**config.mk**
```make
export PLATFORM = sky130hd
export DESIGN_NAME = motor_overload_derate_guard_core
export DESIGN_NICKNAME = d
export VERILOG_FILES = /design/src/design/mogd_pkg.sv /design/src/design/mogd_eval.sv /design/src/design/motor_overload_derate_guard_core.sv
export SDC_FILE = /design/constraint.sdc
export NUM_CORES = 1
export LEC_CHECK = 0
export ABC_AREA = 1
export CELL_PAD_IN_SITES_DETAIL_PLACEMENT = 1
export CELL_PAD_IN_SITES_GLOBAL_PLACEMENT = 2
export CORE_AREA = 2 2 210 212
export DETAILED_ROUTE_END_ITERATION = 7
export DIE_AREA = 0 0 212 214
export DONT_BUFFER_PORTS = 1
export GPL_ROUTABILITY_DRIVEN = 0
export PLACE_DENSITY_LB_ADDON = 0.05
export SLEW_MARGIN = 20
export SYNTH_ARGS = -nofsm -noshare
export SYNTH_HDL_FRONTEND = slang
export SYNTH_SLANG_ARGS = --single-unit
```
**constraint.sdc**
```tcl
create_clock -name clk -period 6.5 [get_ports clk]
set_clock_uncertainty 0.2 [all_clocks]
set_input_delay 0.65 -clock clk [delete_from_list [all_inputs] [get_ports clk]]
set_output_delay 0.65 -clock clk [all_outputs]
set_load 0.01 [all_outputs]
```
**src/design/mogd_pkg.sv**
```systemverilog
`timescale 1ns / 1ps
// Shared types, constants and codes of the motor overload derate guard.
package mogd_pkg;

  localparam int unsigned CurWidth   = 15;
  localparam int unsigned MaxCurWidth = 14;
  localparam int unsigned TempWidth  = 12;
  localparam int unsigned CountWidth = 8;
  localparam int unsigned SpeedWidth = 16;
  localparam int unsigned RunWidth   = 10;
  localparam int unsigned CfgIdxWidth = 2;
  localparam int unsigned CfgDataWidth = 14;

  localparam logic [RunWidth-1:0] RUN_MAX = 10'd1023;

  // register reset values
  localparam logic [MaxCurWidth-1:0]      MAX_CUR_RST   = 14'd5000;
  localparam logic [CountWidth-1:0]       CUR_TRIP_RST  = 8'd10;
  localparam logic signed [TempWidth-1:0] MAX_TEMP_RST  = 12'sd700;
  localparam logic [CountWidth-1:0]       TEMP_TRIP_RST = 8'd10;

  // tier offsets below the current threshold, release margins
  localparam logic signed [16:0] TIER1_OFS   = 17'sd1000;
  localparam logic signed [16:0] TIER2_OFS   = 17'sd2000;
  localparam logic signed [16:0] CUR_REL_OFS = 17'sd2300;
  localparam logic signed [12:0] TEMP_REL_OFS = 13'sd150;

  // Q16 reciprocals of the derate divisors
  localparam logic [15:0] RECIP_HALF        = 16'd32768;
  localparam logic [15:0] RECIP_TWO_THIRDS  = 16'd43691;
  localparam logic [15:0] RECIP_FOUR_FIFTHS = 16'd52429;

  localparam logic [1:0] CMD_CURRENT = 2'd0;
  localparam logic [1:0] CMD_TEMP    = 2'd1;
  localparam logic [1:0] CMD_SPEED   = 2'd2;

  localparam logic [1:0] MODE_NORMAL = 2'd0;
  localparam logic [1:0] MODE_HEAT   = 2'd1;
  localparam logic [1:0] MODE_DERATE = 2'd2;

  localparam logic [1:0] DERATE_DIV2   = 2'd0;
  localparam logic [1:0] DERATE_DIV1P5 = 2'd1;
  localparam logic [1:0] DERATE_DIV1P25 = 2'd2;

  localparam logic [CfgIdxWidth-1:0] REG_MAX_CURRENT = 2'd0;
  localparam logic [CfgIdxWidth-1:0] REG_CUR_TRIP    = 2'd1;
  localparam logic [CfgIdxWidth-1:0] REG_MAX_TEMP    = 2'd2;
  localparam logic [CfgIdxWidth-1:0] REG_TEMP_TRIP   = 2'd3;

  typedef struct packed {
    logic [MaxCurWidth-1:0]      max_current_ma;
    logic [CountWidth-1:0]       current_trip_count;
    logic signed [TempWidth-1:0] max_temp_dc;
    logic [CountWidth-1:0]       temp_trip_count;
  } cfg_t;

  typedef struct packed {
    logic [1:0]                   command;
    logic signed [CurWidth-1:0]   current_ma;
    logic signed [TempWidth-1:0]  temp_dc;
    logic signed [SpeedWidth-1:0] speed_request;
  } item_t;

  typedef struct packed {
    logic [RunWidth-1:0] current_run;
    logic [RunWidth-1:0] heat_run;
    logic                current_flag;
    logic                heat_flag;
    logic [1:0]          guard_mode;
    logic [1:0]          derate_code;
  } guard_state_t;

  typedef struct packed {
    logic [1:0]                   safe_state;
    logic                         current_alarm;
    logic                         heat_alarm;
    logic signed [SpeedWidth-1:0] speed_reference;
  } result_t;

endpackage

```
**src/design/mogd_eval.sv**
```systemverilog
`timescale 1ns / 1ps
// Single-pass evaluation of one transaction: next guard state and result.
module mogd_eval (
  input  mogd_pkg::cfg_t         cfg,
  input  mogd_pkg::item_t        item,
  input  mogd_pkg::guard_state_t cur,
  output mogd_pkg::guard_state_t nxt,
  output mogd_pkg::result_t      res
);
  import mogd_pkg::*;

  logic signed [16:0] c_ext;
  logic signed [16:0] m_ext;
  logic signed [12:0] t_ext;
  logic signed [12:0] tm_ext;
  logic [RunWidth-1:0] cur_bump;
  logic [RunWidth-1:0] heat_bump;
  logic [RunWidth-1:0] lim1;
  logic [RunWidth-1:0] lim2;
  logic [RunWidth-1:0] lim3;
  logic [15:0] recip;
  logic signed [32:0] prod;
  logic signed [SpeedWidth-1:0] speed;

  assign c_ext  = {{2{item.current_ma[CurWidth-1]}}, item.current_ma};
  assign m_ext  = {3'b000, cfg.max_current_ma};
  assign t_ext  = {item.temp_dc[TempWidth-1], item.temp_dc};
  assign tm_ext = {cfg.max_temp_dc[TempWidth-1], cfg.max_temp_dc};

  assign cur_bump  = (cur.current_run == RUN_MAX) ? RUN_MAX : cur.current_run + 10'd1;
  assign heat_bump = (cur.heat_run == RUN_MAX) ? RUN_MAX : cur.heat_run + 10'd1;

  assign lim1 = {2'b00, cfg.current_trip_count};
  assign lim2 = {1'b0, cfg.current_trip_count, 1'b0};
  assign lim3 = lim2 + lim1;

  always_comb begin
    unique case (cur.derate_code)
      DERATE_DIV1P5:  recip = RECIP_TWO_THIRDS;
      DERATE_DIV1P25: recip = RECIP_FOUR_FIFTHS;
      default:        recip = RECIP_HALF;
    endcase
  end

  // floor(req * recip / 2^16) is an arithmetic shift of the product
  assign prod = $signed({{17{item.speed_request[SpeedWidth-1]}}, item.speed_request}) *
                $signed({17'd0, recip});

  always_comb begin
    unique case (cur.guard_mode)
      MODE_HEAT:   speed = '0;
      MODE_DERATE: speed = prod[31:16];
      default:     speed = item.speed_request;
    endcase
  end

  always_comb begin
    nxt = cur;
    res.speed_reference = '0;
    unique case (item.command)
      CMD_CURRENT: begin
        priority if (c_ext > m_ext) begin
          nxt.current_run = cur_bump;
          if (cur_bump >= lim1) begin
            nxt.current_flag = 1'b1;
            nxt.guard_mode   = MODE_DERATE;
            nxt.derate_code  = DERATE_DIV2;
          end
        end else if (c_ext > m_ext - TIER1_OFS) begin
          nxt.current_run = cur_bump;
          if (cur_bump >= lim2) begin
            nxt.current_flag = 1'b1;
            nxt.guard_mode   = MODE_DERATE;
            nxt.derate_code  = DERATE_DIV1P5;
          end
        end else if (c_ext > m_ext - TIER2_OFS) begin
          nxt.current_run = cur_bump;
          if (cur_bump >= lim3) begin
            nxt.current_flag = 1'b1;
            nxt.guard_mode   = MODE_DERATE;
            nxt.derate_code  = DERATE_DIV1P25;
          end
        end else begin
          nxt.current_run = '0;
        end
        if (nxt.current_flag && (c_ext < m_ext - CUR_REL_OFS)) begin
          nxt.current_flag = 1'b0;
          nxt.guard_mode   = MODE_NORMAL;
        end
      end
      CMD_TEMP: begin
        if (t_ext > tm_ext) begin
          nxt.heat_run = heat_bump;
          if (heat_bump >= {2'b00, cfg.temp_trip_count}) begin
            nxt.heat_flag  = 1'b1;
            nxt.guard_mode = MODE_HEAT;
          end
        end else begin
          nxt.heat_run = '0;
        end
        if (nxt.heat_flag && (t_ext < tm_ext - TEMP_REL_OFS)) begin
          nxt.heat_flag  = 1'b0;
          nxt.guard_mode = MODE_NORMAL;
        end
      end
      CMD_SPEED: res.speed_reference = speed;
      default: ;
    endcase
    res.safe_state    = nxt.guard_mode;
    res.current_alarm = nxt.current_flag;
    res.heat_alarm    = nxt.heat_flag;
  end

endmodule

```
**src/design/motor_overload_derate_guard_core.sv**
```systemverilog
`timescale 1ns / 1ps
// Top level of the motor overload derate guard: registers, handshakes, config.
//
//  channel | signals                                             | direction
//  --------+-----------------------------------------------------+----------
//  in      | in_valid, in_stall, in_command, in_current_ma,      | receive
//          | in_temp_dc, in_speed_request                        |
//  out     | out_valid, out_stall, out_safe_state,               | send
//          | out_current_alarm, out_heat_alarm, out_speed_reference |
//  cfg     | cfg_valid, cfg_ready, cfg_index, cfg_wdata          | receive
//
// One transaction per cycle while out_stall is low; out_valid rises once an accepted input has passed
// an input register, then the guard update and derate multiply into the result register.
// Reset (rst_n low, synchronous) clears guard state, empties both stages and loads
// register defaults. out_stall holds the result register; the input register refills
// in the same cycle the result is taken. cfg_ready is always high.
module motor_overload_derate_guard_core (
  input  logic                                   clk,
  input  logic                                   rst_n,
  input  logic                                   in_valid,
  output logic                                   in_stall,
  input  logic [1:0]                             in_command,
  input  logic signed [mogd_pkg::CurWidth-1:0]   in_current_ma,
  input  logic signed [mogd_pkg::TempWidth-1:0]  in_temp_dc,
  input  logic signed [mogd_pkg::SpeedWidth-1:0] in_speed_request,
  output logic                                   out_valid,
  input  logic                                   out_stall,
  output logic [1:0]                             out_safe_state,
  output logic                                   out_current_alarm,
  output logic                                   out_heat_alarm,
  output logic signed [mogd_pkg::SpeedWidth-1:0] out_speed_reference,
  input  logic                                   cfg_valid,
  output logic                                   cfg_ready,
  input  logic [mogd_pkg::CfgIdxWidth-1:0]       cfg_index,
  input  logic [mogd_pkg::CfgDataWidth-1:0]      cfg_wdata
);
  import mogd_pkg::*;

  cfg_t         cfg_r;
  item_t        item_r;
  logic         item_valid_r;
  guard_state_t state_r;
  guard_state_t state_nxt;
  result_t      res_nxt;
  result_t      res_r;
  logic         out_valid_r;
  logic         advance;
  logic         in_take;

  assign cfg_ready = 1'b1;
  assign advance   = !(out_valid_r && out_stall);
  assign in_stall  = item_valid_r && !advance;
  assign in_take   = in_valid && !in_stall;

  always_ff @(posedge clk) begin
    if (!rst_n) begin
      cfg_r.max_current_ma     <= MAX_CUR_RST;
      cfg_r.current_trip_count <= CUR_TRIP_RST;
      cfg_r.max_temp_dc        <= MAX_TEMP_RST;
      cfg_r.temp_trip_count    <= TEMP_TRIP_RST;
    end else if (cfg_valid) begin
      unique case (cfg_index)
        REG_MAX_CURRENT: cfg_r.max_current_ma     <= cfg_wdata[MaxCurWidth-1:0];
        REG_CUR_TRIP:    cfg_r.current_trip_count <= cfg_wdata[CountWidth-1:0];
        REG_MAX_TEMP:    cfg_r.max_temp_dc        <= cfg_wdata[TempWidth-1:0];
        REG_TEMP_TRIP:   cfg_r.temp_trip_count    <= cfg_wdata[CountWidth-1:0];
        default: ;
      endcase
    end
  end

  always_ff @(posedge clk) begin
    if (in_take) begin
      item_r.command       <= in_command;
      item_r.current_ma    <= in_current_ma;
      item_r.temp_dc       <= in_temp_dc;
      item_r.speed_request <= in_speed_request;
    end
  end

  always_ff @(posedge clk) begin
    if (!rst_n) begin
      item_valid_r <= 1'b0;
    end else if (advance || !item_valid_r) begin
      item_valid_r <= in_valid;
    end
  end

  mogd_eval u_eval (
    .cfg  (cfg_r),
    .item (item_r),
    .cur  (state_r),
    .nxt  (state_nxt),
    .res  (res_nxt)
  );

  always_ff @(posedge clk) begin
    if (!rst_n) begin
      state_r     <= '0;
      out_valid_r <= 1'b0;
    end else if (advance) begin
      out_valid_r <= item_valid_r;
      if (item_valid_r) begin
        state_r <= state_nxt;
      end
    end
  end

  always_ff @(posedge clk) begin
    if (advance && item_valid_r) begin
      res_r <= res_nxt;
    end
  end

  assign out_valid           = out_valid_r;
  assign out_safe_state      = res_r.safe_state;
  assign out_current_alarm   = res_r.current_alarm;
  assign out_heat_alarm      = res_r.heat_alarm;
  assign out_speed_reference = res_r.speed_reference;

  a_stage_moves: assert property (@(posedge clk) disable iff (!rst_n)
    (item_valid_r && advance) |=> out_valid_r)
    else $error("accepted transaction did not reach the result register");

  a_heat_zero_speed: assert property (@(posedge clk) disable iff (!rst_n)
    (out_valid_r && (res_r.safe_state == MODE_HEAT)) |-> (res_r.speed_reference == '0))
    else $error("nonzero speed reference in overtemperature stop");

  a_heat_trip_mode: assert property (@(posedge clk) disable iff (!rst_n)
    $rose(state_r.heat_flag) |-> (state_r.guard_mode == MODE_HEAT))
    else $error("heat warning raised without overtemperature mode");

endmodule

```
-- Word-level counts from Yosys, hierarchy flattened
Cells that the tools add are included.
Widths: inputs -> output; s select.
- bits in registers: 135
- output and inout bits: 23
- add/subtract/negate cells: 7
- multipliers: 1
- magnitude comparators: 10
- equal/unequal tests: 13
- muxes and demuxes: 30
- bitwise gates (word level): 1
- reductions and logical operators: 22
- operators by type and width (operator ; number):
    $mux 10 ; 6
    $gt 15x15->1 ; 3
    $mul 16x17->32 ; 1
    $pmux 16 s2 ; 1
    $pmux 15 s2 ; 1
    $mux 4 ; 6
    $add 10x1->10 const B ; 2
    $eq 10x10->1 const B ; 2
    $ge 10x8->1 ; 2
    $lt 15x15->1 ; 1
    $sub 14x10->15 const B ; 1
    $sub 14x11->15 const B ; 1
    $sub 14x12->15 const B ; 1
    $lt 12x13->1 ; 1
    $sub 12x9->13 const B ; 1
    $gt 12x12->1 ; 1
    $mux 3 ; 4
    $add 9x8->10 ; 1
    $eq 2x2->1 const B ; 5
    $ge 10x10->1 ; 1
    $ge 10x9->1 ; 1
    $mux 1 ; 10
    $reduce_and 2->1 ; 5
    $eq 2x1->1 const B ; 4
    other kinds (12) ; 22

-- Logic depth before layout (Yosys ltp)
- word-level depth: 11
- mapped depth: 30

-- Hierarchy
A second synthesis with hierarchy kept.
- cell total of the unflattened synthesis: 2103
- area total of the unflattened synthesis: 16213.0 µm²
- by module, submodules not included (module ; instances ; cells an instance ; area each (µm²) ; sequential area each (µm²)):
    mogd_eval ; 1 ; 1631 ; 11355.9 ; 0.0
    motor_overload_derate_guard_core ; 1 ; 472 ; 4857.2 ; 3353.2

-- Worst setup path after synthesis
Ideal clock, no wire load.
- path kind: register to register
- start: register state_r[0] (netlist name)
- end: register res_r (netlist bit out_speed_reference[6]), data pin
- library setup time: 262 ps
- arrival: 5868 ps
- data required time: 6038 ps
- path slack: 170 ps
- stages on the path, launching flop included: 26
- buffers on the path: 1
- cell sequence: dfxtp_1 -> inv_1 -> ha_1 -> clkbuf_1 -> nor2_1 -> fa_1 -> inv_1 -> fa_1 -> inv_1 -> fa_1 -> inv_1 -> fa_1 -> inv_1 -> fa_1 -> inv_1 -> fa_1 -> inv_1 -> ha_1 -> a21o_1 -> a21oi_1 -> o21ai_0 -> a21oi_1 -> o21bai_1 -> or2_2 -> nand3_1 -> a21oi_1
- cells in the longest elaborated chain, start to end: 4
- elaborated cells on any way between the ends: 5
- classes of those cells: mul (1); eq/ne (2); mux (2)
- RTL lines (element ; RTL line ; RTL):
    start, declared ; motor_overload_derate_guard_core.sv:42 ; guard_state_t state_r;
    start signal, assigned ; motor_overload_derate_guard_core.sv:104 ; state_r <= state_nxt;
    $eq 2x2->1 or $eq 2x1->1 (tied branches) ; mogd_eval.sv:38 ; unique case (cur.derate_code)
    $pmux 15 s2 * ; mogd_eval.sv:38 ;
    $mul 16x17->32 * ; mogd_eval.sv:46 ; assign prod = $signed({{17{item.speed_request[SpeedWidth-1]}}, item.speed_request}) *
    $pmux 16 s2 * ; mogd_eval.sv:50 ; unique case (cur.guard_mode)
    end signal, assigned ; motor_overload_derate_guard_core.sv:111 ; res_r <= res_nxt;
    end, declared ; motor_overload_derate_guard_core.sv:45 ; result_t res_r;
Mark *: on every way between the ends. The rest lies on a longest branch, timed or not.
A chain may end at the register's enable or synchronous reset.

-- Worst setup path after layout
- start: register state_r[0] (netlist name)
- end: register res_r (netlist bit out_speed_reference[8]), data pin
Same word-level chain as after synthesis.

==> qor.csv <==
stage,metric,value,unit
pwr,Int Power,2.04,mW
clock_network,CTS root buf,clkbuf_16,
layout,"commonest non-fill, non-tap cells in the layout","424 x inv_1, 335 x nand2_1, 234 x ha_1",
pwr,P_sw,1.24,mW
clock_network,CTS tree,yes,
synth,"EDFF count, synth",65,
global_route,gr ovfl total,0,
sta,Worst Max-Slew Pin Slew,0.932,ns
layout,fillcell total,5157,
route,vias per cell,4.84,
placement,dpl hpwl,42200,µm
layout,Area Overhead vs Synth,17.7,%
synth,synthesis-stage register bit count,135,
placement,Setup WS pre-CTS,-0.231,ns
worst_setup_path,Worst EP arrival,6.40,ns
pwr,Clk pwr share,30.6,%
pwr,Seq pwr share,29.9,%
synth,post-synthesis adder-cell area fraction,36.5,%
sta,RSZ-0062 raised after global routing,yes,
worst_setup_path,Startpoint Class,flop,
worst_setup_path,Worst Path Required,6.58,ns
sta,Setup Viol. Count Final,0,
floorplanning,Die Y,214,µm
synth,xor-xnor portion of the synthesized cell area,2.91,%
layout,area occupied by multi-input gates,10700,µm²
floorplanning,IO Pins,89,
sta,Fin. Hold Viols,0,
synth,Main synth FF type,dfxtp_1,
pwr,Sw Ratio,37.7,%
synth,sequential-to-total area share from yosys stat,21.8,%
clock_network,Num CTS Buffers,17,
worst_setup_path,Critical Path End Type,flop,
worst_setup_path,CP Max Fanout,7,
synth,Synth Net Count,2358,
clock_network,Clock Tree Buf Depth,2,
global_route,number of global-route vias before repair,14100,
synth,"Cell Area, Synth",15400,µm²
layout,Finished Cell Area,18100,µm²
route,post-detailed-route wirelength per cell,18.9,µm
route,final antenna-violating net count,0,
sta,Slew Limit Fails,0,
pwr,Power Dens Cells,181,nW/µm²
clock_network,clock slew at reported path FFs,0.06,ns
pwr,Worst VDD drop,200,µV
sta,Setup TNS Final,0,ns
placement,placed cell areas,17000,µm²
route,1st-iter DRT viols,364,
layout,Antenna Cells,0,
layout,layout cell share with drive strength beyond 1,14.2,%
sta,Fin Hold WS,0.0584,ns
floorplanning,Core Box Area,42900,µm²
clock_network,Hold Buf Count CTS,0,
global_route,GRT Overall Usage,22.8,%
floorplanning,die width,212,µm
sta,worst setup margin,0.179,ns
sta,final critical-path share of the clock period,97.2,%
placement,port bufs,0,
synth,"Async S/R FF share, synth",0,%
outcome,status,"complete, no violations",
layout,Register Area,3360,µm²
clock_network,CTS sink count,135,
worst_setup_path,largest stage delay on the critical path,0.54,ns
floorplanning,row count,76,
worst_setup_path,Critical Path Most Common Cell,fa_1,
synth,synth unique cells,48,
synth,Yosys warning total,0,
route,drt pass-1 iters,4,
pwr,LEAKAGE,9.36,nW
global_route,initial antenna violation count,0,
pwr,Comb power frac,39.5,%
route,# DRC,0,
synth,Mean Syn Cell Area,8.01,µm²
floorplanning,Initial Util,35.8,%
worst_setup_path,Crit Path Class,reg2reg,
sta,clock period minus final worst setup slack,6.32,ns
run,Max-cap violations,0,
route,DR vias,12800,
clock_network,# H-tree levels,4,
global_route,first-pass GRT wire length,77800,µm
sta,Max-slew headroom,37.7,%
layout,"commonest non-fill, non-tap cell in the layout",inv_1,
synth,Syn Inst Count,1919,
layout,Nets,2491,
worst_setup_path,critical path's slowest cell,fa_1,
synth,main combinational cell family by area after synthesis,adder cells,
synth,simple-gate share of the synthesized area,16.4,%
min_path,Worst Hold Class,in2reg,
global_route,largest net degree at the start of global routing,46,
synth,Synth Area in Compound Gates,10.8,%
sta,Fmax achieved,0.158,GHz
worst_setup_path,r2r setup slk,0.18,ns
route,Post-Route WL,50000,µm
clock_network,clk_lat worst skew,0.48,ns
floorplanning,die area,45400,µm²
synth,mux contribution to synthesized area,0,%
==> Yosys cell counts (3+ instances only) <==
| library cell | n | area share (%) |
|---|---|---|
| clkinv_1 | 5 | 0.12 |
| o21ai_1 | 6 | 0.20 |
| nor3_2 | 6 | 0.39 |
| a21boi_1 | 4 | 0.20 |
| xor2_1 | 42 | 2.4 |
| o211ai_1 | 14 | 0.68 |
| nand4_1 | 18 | 0.73 |
| a31oi_1 | 9 | 0.37 |
| inv_2 | 6 | 0.15 |
| nor3_1 | 14 | 0.46 |
| nor2_2 | 7 | 0.28 |
| nor2_1 | 105 | 2.6 |
| ha_1 | 248 | 20 |
| nand3_1 | 54 | 1.8 |
| nor4_1 | 3 | 0.12 |
| inv_1 | 436 | 11 |
| edfxtp_1 | 65 | 13 |
| a21boi_0 | 7 | 0.34 |
| o21bai_1 | 6 | 0.29 |
| nand3b_1 | 7 | 0.34 |
| xnor2_1 | 9 | 0.51 |
| o21ai_0 | 86 | 2.8 |
| a21oi_1 | 152 | 4.9 |
| nand2_1 | 343 | 8.4 |
| or2_2 | 6 | 0.24 |
| fa_1 | 125 | 16 |
| nand2_2 | 6 | 0.24 |
| a21o_1 | 9 | 0.44 |
| clkbuf_1 | 23 | 0.56 |
| nand3_2 | 4 | 0.26 |
| o221ai_1 | 3 | 0.17 |
| dfxtp_1 | 70 | 9.1 |
==> per-stage QoR <==
step | util [%] | cells | power, mW
after floorplan | - | 1919 | 1.71
after global placement | 39.6 | 2605 | 2.15
after detailed placement | 39.6 | 2605 | 2.17
after CTS | 41.2 | 2641 | 3.21
after global routing | 42.2 | 2650 | 3.52
final | 42.2 | 2650 | 3.28
==> state kept, by name (all words and copies together) (netlist names), 2 cells and up <==
signal / flops
item_r: 45
cfg_r: 42
state_r: 26
out_speed_reference: 16
out_safe_state: 2
==> power groups by stage <==
| stage | registers [mW] | logic (mW) | clock network, mW |
|---|---|---|---|
| after floorplan | 0.983 | 0.722 | 0 |
| after global placement | 1.00 | 1.15 | 0 |
| after detailed placement | 1.00 | 1.17 | 0 |
| after CTS | 0.984 | 1.19 | 1.04 |
| after global routing | 0.987 | 1.47 | 1.07 |
| final | 0.982 | 1.29 | 1.00 |
==> area by class of cell <==
| type | count | area share [%] |
|---|---|---|
| repair buffers | 139 | 5.95 |
| flip-flops and latches | 135 | 18.6 |
| clock inverters | 7 | 0.284 |
| multi-input cells | 1312 | 58.9 |
| well taps | 585 | 4.05 |
| inverters | 447 | 9.29 |
| clock buffers | 25 | 2.98 |
==> cells by family after synthesis <==
logic type | Yosys count
simple gates | 584
buf+inv | 472
fa+ha+maj | 373
compound gates | 303
flops | 135
xor+xnor | 51
other cells | 1
==> final timing paths <==
path	from	endpoint	cells after the start
max	state_r[0]$_SDFFE_PN0P_	out_speed_reference[8]$_SDFFCE_PP0P_	27
min	in_current_ma[9]	item_r[37]$_DFFE_PP_	0
max reg2reg	state_r[0]$_SDFFE_PN0P_	out_speed_reference[8]$_SDFFCE_PP0P_	27
min reg2reg	cfg_r[29]$_SDFFE_PN0P_	cfg_r[29]$_SDFFE_PN0P_	2
==> critical path: cells and delay by family (launching register included) <==
kind                       cells  cell delay (ns)
AOI/OAI and AO/OA              7             1.01
adders and majority gates      8             3.59
buffers and inverters          7             0.58
DFF                            1             0.35
and+or+nand+nor                5             0.38
==> layer usage <==
layer / vias to the layer above / track usage [%] / wire length, µm
met2: 162 / 40.9 / 25600
li1: 6386 / - / -
met3: 78 / 3.81 / 1320
met1: 6198 / 26.6 / 21000
met5: - / 0 / 0
met4: 0 / 10.1 / 2080
==> repair_timing <==
item / in CTS / in global routing
setup buffers: 4 / 8
gates resized for setup: 24 / 86
endpoints found under the setup margin: 13 / 16
cloned: 0 / 1
pin swaps: 10 / 48
Power figures use the tool's default switching activity.
